$ cat config.mk
export PLATFORM = sky130hd
export DESIGN_NAME = eit_ctrl
export DESIGN_NICKNAME = d
export VERILOG_FILES = /design/src/hw/rtl/eit_pkg.sv /design/src/hw/rtl/eit_ctrl.sv
export SDC_FILE = /design/constraint.sdc
export NUM_CORES = 1
export LEC_CHECK = 0
export BUFFER_PORTS_ARGS = -buffer_cell sky130_fd_sc_hd__buf_2
export CORE_AREA = 3 3 40 42
export DETAILED_ROUTE_END_ITERATION = 7
export DIE_AREA = 0 0 43 45
export PLACE_DENSITY = 0.72
export SYNTH_ARGS = -nofsm -noshare
export SYNTH_HDL_FRONTEND = slang
export SYNTH_SLANG_ARGS = --single-unit
export TNS_END_PERCENT = 10
$ cat constraint.sdc
create_clock -name clk -period 1.8 [get_ports clk]
set_clock_uncertainty 0.15 [all_clocks]
set_input_delay 0 -clock clk [delete_from_list [all_inputs] [get_ports clk]]
set_output_delay 0 -clock clk [all_outputs]
set_load 0.02 [all_outputs]
$ cat src/hw/rtl/eit_pkg.sv
// ----------------------------------------------------------------------------
// eit_pkg
// Shared types and codes of the event interest table: request and response
// items, slot entry layout, status and operation codes, and the command and
// status groups between the controller and the datapath.
// ----------------------------------------------------------------------------
package eit_pkg;

    localparam logic [2:0] OP_ADD = 3'd0;
    localparam logic [2:0] OP_MOD = 3'd1;
    localparam logic [2:0] OP_DEL = 3'd2;
    localparam logic [2:0] OP_WAIT = 3'd3;

    localparam logic [2:0] ST_OK = 3'd0;
    localparam logic [2:0] ST_BADFD = 3'd1;
    localparam logic [2:0] ST_FAULT = 3'd2;
    localparam logic [2:0] ST_EXIST = 3'd3;
    localparam logic [2:0] ST_NOSPC = 3'd4;
    localparam logic [2:0] ST_NOENT = 3'd5;
    localparam logic [2:0] ST_INVAL = 3'd6;

    localparam logic [6:0] MAX_LIMIT = 7'd64;

    typedef struct packed {
        logic [2:0]  op;
        logic [15:0] fd;
        logic        fd_open;
        logic        event_absent;
        logic        copy_fault;
        logic [31:0] event_mask;
        logic [63:0] user_word;
        logic [6:0]  max_events;
        logic        dest_missing;
    } in_item_t;

    typedef struct packed {
        logic [2:0]  status;
        logic        has_event;
        logic [31:0] out_mask;
        logic [63:0] out_word;
        logic [6:0]  count;
        logic        last;
    } out_item_t;

    typedef struct packed {
        logic [15:0] fd;
        logic [31:0] mask;
        logic [63:0] word;
    } entry_t;

    // Commands from the controller to the datapath.
    typedef struct packed {
        logic       req_load;
        logic       scan_clear;
        logic       lk_step;
        logic       rd_issue;
        logic       idx_inc;
        logic       emit_simple;
        logic [2:0] emit_code;
        logic       emit_ctl;
        logic       emit_entry;
    } eit_cmd_t;

    // Status from the datapath to the controller.
    typedef struct packed {
        logic       pre_fail;
        logic [2:0] pre_code;
        logic       is_wait;
        logic       lk_end;
        logic       rest_any;
        logic       cur_used;
        logic       out_free;
        logic       entry_last;
    } eit_sts_t;

endpackage

$ cat src/hw/rtl/eit_ctrl.sv
// ----------------------------------------------------------------------------
// eit_ctrl
// Sequencer of the event interest table: accepts a request, runs the lookup
// one slot per cycle or the wait scan, and orders the datapath to emit results.
// ----------------------------------------------------------------------------
module eit_ctrl
    import eit_pkg::*;
(
    input  logic     clk,
    input  logic     rst_n,
    input  logic     req_valid,
    output logic     req_ready,
    input  eit_sts_t sts,
    output eit_cmd_t cmd
);

    typedef enum logic [2:0] {
        S_IDLE,
        S_DECODE,
        S_LSCAN,
        S_LDRAIN,
        S_LACT,
        S_EMIT,
        S_WSCAN,
        S_WLOAD
    } state_t;

    state_t     state_reg, state_next;
    logic [2:0] code_reg, code_next;

    always_comb
    begin
        state_next = state_reg;
        code_next = code_reg;
        cmd = '0;
        req_ready = 1'b0;
        case (state_reg)
            S_IDLE:
            begin
                req_ready = 1'b1;
                if (req_valid)
                begin
                    cmd.req_load = 1'b1;
                    cmd.scan_clear = 1'b1;
                    state_next = S_DECODE;
                end
            end
            S_DECODE:
            begin
                if (sts.pre_fail)
                begin
                    code_next = sts.pre_code;
                    state_next = S_EMIT;
                end
                else if (sts.is_wait)
                    state_next = S_WSCAN;
                else
                    state_next = S_LSCAN;
            end
            S_LSCAN:
            begin
                cmd.lk_step = 1'b1;
                if (sts.lk_end)
                    state_next = S_LDRAIN;
            end
            S_LDRAIN:
            begin
                state_next = S_LACT;
            end
            S_LACT:
            begin
                if (sts.out_free)
                begin
                    cmd.emit_ctl = 1'b1;
                    state_next = S_IDLE;
                end
            end
            S_EMIT:
            begin
                if (sts.out_free)
                begin
                    cmd.emit_simple = 1'b1;
                    cmd.emit_code = code_reg;
                    state_next = S_IDLE;
                end
            end
            S_WSCAN:
            begin
                // No used slot remains only when nothing was reported yet.
                if (!sts.rest_any)
                begin
                    if (sts.out_free)
                    begin
                        cmd.emit_simple = 1'b1;
                        cmd.emit_code = ST_OK;
                        state_next = S_IDLE;
                    end
                end
                else if (sts.cur_used)
                begin
                    if (sts.out_free)
                    begin
                        cmd.rd_issue = 1'b1;
                        state_next = S_WLOAD;
                    end
                end
                else
                    cmd.idx_inc = 1'b1;
            end
            S_WLOAD:
            begin
                cmd.emit_entry = 1'b1;
                cmd.idx_inc = 1'b1;
                state_next = sts.entry_last ? S_IDLE : S_WSCAN;
            end
            default:
            begin
                state_next = S_IDLE;
            end
        endcase
    end

    always_ff @(posedge clk or negedge rst_n)
    begin
        if (!rst_n)
        begin
            state_reg <= S_IDLE;
            code_reg <= ST_OK;
        end
        else
        begin
            state_reg <= state_next;
            code_reg <= code_next;
        end
    end

endmodule
* Word-level counts from Yosys, hierarchy flattened *
Cells that the tools add are included.

operators by class
  muxes and demuxes = 26
  equal/unequal tests = 11
  reductions and logical operators = 4

operators by type and width
  operator              number
  $mux W3               9
  $pmux W3 S7           1
  $eq A3 B3 Y1 const B  4
  $mux W4               3
  $mux W1               8
  $pmux W4 S2           1
  $eq A3 B2 Y1 const B  2
  $mux W2               3
  $ne A3 B3 Y1 const B  2
  $ne A2 B2 Y1 const B  2
  $reduce_and A4 Y1     1
  $eq A3 B1 Y1 const B  1
  $logic_not A3 Y1      1
  $pmux W1 S2           1
  $reduce_and A2 Y1     1
  $reduce_or A2 Y1      1

word-level totals
  register bits after elaboration = 6
  word-level logic and storage cells = 43

* Longest topological paths before layout *
  word-level depth = 4
  depth in mapped cells = 4
  mapped depth without buffers = 3

* Worst setup path after synthesis *
Ideal clock, no wire load.

  path type = register to output
  from = register state_reg[0]
  to = output port cmd[10] in the netlist's numbering
  data required time = 1.650 ns
  arrival = 1.432 ns
  path slack = 0.218 ns
  cell stages (with the launch flop) = 5
  cell sequence = dfrtp_1 > buf_2 > nor3_2 > and2_1 > buf_4

RTL lines
  what                    RTL line         RTL
  start, declared         eit_ctrl.sv:28   state_t state_reg, state_next;
  start signal, assigned  eit_ctrl.sv:132  state_reg <= state_next;
  end, declared           eit_ctrl.sv:14   output eit_cmd_t cmd

==> summary.txt <==
Outcome
  • Status: complete, no violations

Clock network
  • Number of buffers created by CTS: 3
  • Clock Path Buffers: 2
  • # Post-CTS Setup Buffers: 0
  • Clk Latency, worst-skew pair: 0.24 ns
  • CTS tree: yes
  • H-tree depth: 1
  • Root buf cell: clkbuf_4
  • CTS Sinks: 6
  • Clk slew on worst S/H paths: 0.05 ns

Critical path
  • CP max stage delay: 0.55 ns
  • Crit Path Category: register to primary output
  • Crit path buffers/inverters: 1
  • R2R Setup Slk: 0.24 ns
  • Crit-path cells: nand2b_1, o21ai_0, and3_2, buf_2
  • Worst EP required: 1.65 ns
  • CP arrival: 1.51 ns
  • Startpoint types: register
  • Setup crit end kind: primary output
  • Worst Path Max Fanout: 16
  • Cell at the slowest stage of the critical path: dfrtp_1
  • Crit-path leading delay family: flip-flops

STA
  • Endpoints failing setup: 0
  • Final period utilization: 92.29%
  • Tmin final: 1.661 ns
  • Worst-Margin Slew: 0.4836 ns
  • Worst hold margin: 0.01419 ns
  • Max-slew violations: 0
  • TNS Setup: 0 ns
  • Highest clock rate: 601.9 MHz
  • RSZ-0062 raised after global routing: no
  • Rel. slew slack: 67.76%
  • Final hold vios: 0

GRT
  • All-Layer GR Usage: 13.77%
  • Grt peak-use layer: met2
  • M1 GR Usage: 18.69%
  • Routing usage on met2: 21.86%
  • Met3 Use GR: 2.390%
  • Vias in the first global route: 460
  • Initial antenna violation count: 0
  • Remaining global-route overflow: 0
  • Global-route wire length before repair: 2014 um
  • Pin count of the biggest net entering global routing: 17

Die
  • Initial Util: 38.17%
  • Num ports: 25
  • Row count: 13
  • Die Footprint: 1935 um2
  • Placeable Area: 1285 um2
  • Die Y: 45 um
  • DIE WIDTH: 43 um

Placement
  • HPWL after DPL: 859.2 um
  • Port buffer count: 24
  • GP Congestion: 0.8100
  • Dpl cells: 90

Layout
  • Layout cell share with drive strength beyond 1: 43.68%
  • Commonest non-fill, non-tap cell in the layout: buf_2
  • Fill cells: 125
  • Layout Cells excl Fill: 102
  • Area delta synth->final: 46.43%
  • # diodes: 0
  • Most frequent cells in the layout: 24 x buf_2, 9 x dlygate4sd3_1, 5 x dfrtp_1
  • Post-layout net count: 102

Synth
  • Yosys reg bits: 6
  • Post-synthesis instance total: 55
  • Post-synthesis net count: 68
  • Prevailing post-synth register cell: dfrtp_1
  • Seq/Total Area, Yosys: 30.61%
  • Ys async rst share: 100.0%
  • Post-Syn Area: 490.5 um2
  • Synthesized area per cell: 8.918 um2
  • Yosys warning count: 0
  • Synth cell types: 30
  • EDFF count, synth: 0

Min path
  • Hold Path Class: primary input to register

Power and ir drop
  • Power per cell area: 1390 nW/um2
  • Worst vdd ir: 0.7600 mV
  • Leakage: 0.3631 nW

Routing
  • Antenna violation net count after detailed routing: 0
  • Mean routed wirelength per cell: 11.85 um
  • DRT Pass-1 Iters: 4
  • DR vias: 505
  • WL final: 1209 um
  • Iteration-0 DRC Markers: 12
  • Routed vias/inst: 4.951
  • DR DRC count: 0

Flow run
  • Max-cap violations: 0
layer usage:
metal | routed length (um) | part of all wire, %
met1 | 570 | 47
met2 | 534 | 44
met3 | 103 | 8.5
met4 | 0 | 0
met5 | 0 | 0
layout make-up:
class | instances | area [um2] | area share [%]
clock buffer | 3 | 22.52 | 3.136
inverter | 4 | 15.01 | 2.091
timing repair buffer | 33 | 210.2 | 29.27
tap | 15 | 18.77 | 2.613
sequential | 6 | 151.4 | 21.08
multi-input combinational | 41 | 300.3 | 41.81
worst min-delay path, delay by kind of cell:
kind,cells,cell delay (ns)
AOI/OAI and AO/OA,2,0.16
and+or+nand+nor,1,0.07
buffers and inverters,1,0.13
power by group:
part           internal [mW]  switching (mW)  total [mW]
Sequential             0.206           0.145       0.351
Combinational          0.280           0.245       0.525
Clock                 0.0753          0.0467       0.122
Total                  0.561           0.437       0.998
kinds of logic after synthesis:
family	share of synthesized area [%]
buf+inv	8.162
simple gates	31.89
flops	30.61
compound gates	18.11
mux	11.22
through the flow:
step / setup slack [ns] / area, um2 / util, % / power (mW)
after floorplan: 0.2183 / 490.5 / - / 0.7523
after global placement: 0.2708 / 604.3 / 47.03 / 0.8474
after detailed placement: 0.2491 / 604.3 / 47.03 / 0.8543
after CTS: 0.08377 / 716.9 / 55.79 / 0.9983
after global routing: 0.01179 / 718.2 / 55.89 / 1.083
final: 0.1387 / 718.2 / 55.89 / 0.9980
worst paths after layout:
check,from,end,depth (start not counted)
max,state_reg[0],cmd[5],4
min,sts[9],state_reg[0],4
max reg2reg,state_reg[0],code_reg[1],2
min reg2reg,code_reg[1],code_reg[1],1
max in group asynchronous,rst_n,state_reg[1],3
min in group asynchronous,rst_n,code_reg[0],3
cells in the mapped netlist (all sizes together), types with 2 or more instances:
library cell	number	area, um2
nand2	2	7.510
nand2b	4	25.02
inv	4	15.01
nor3	2	15.01
and3	2	13.77
dfrtp	6	150.1
and2	4	25.02
a21oi	3	15.01
o21ai	3	15.01
mux2	3	45.04
buf	4	25.02
nor2	4	15.01
timing repair:
item / in CTS / in global routing
endpoints found under the setup margin: 0 / 3
hold buffers: 9 / 0
endpoints found under the hold margin: 11 / 0
resized for setup: 0 / 1
No activity file was read; power rests on OpenSTA's default activity.
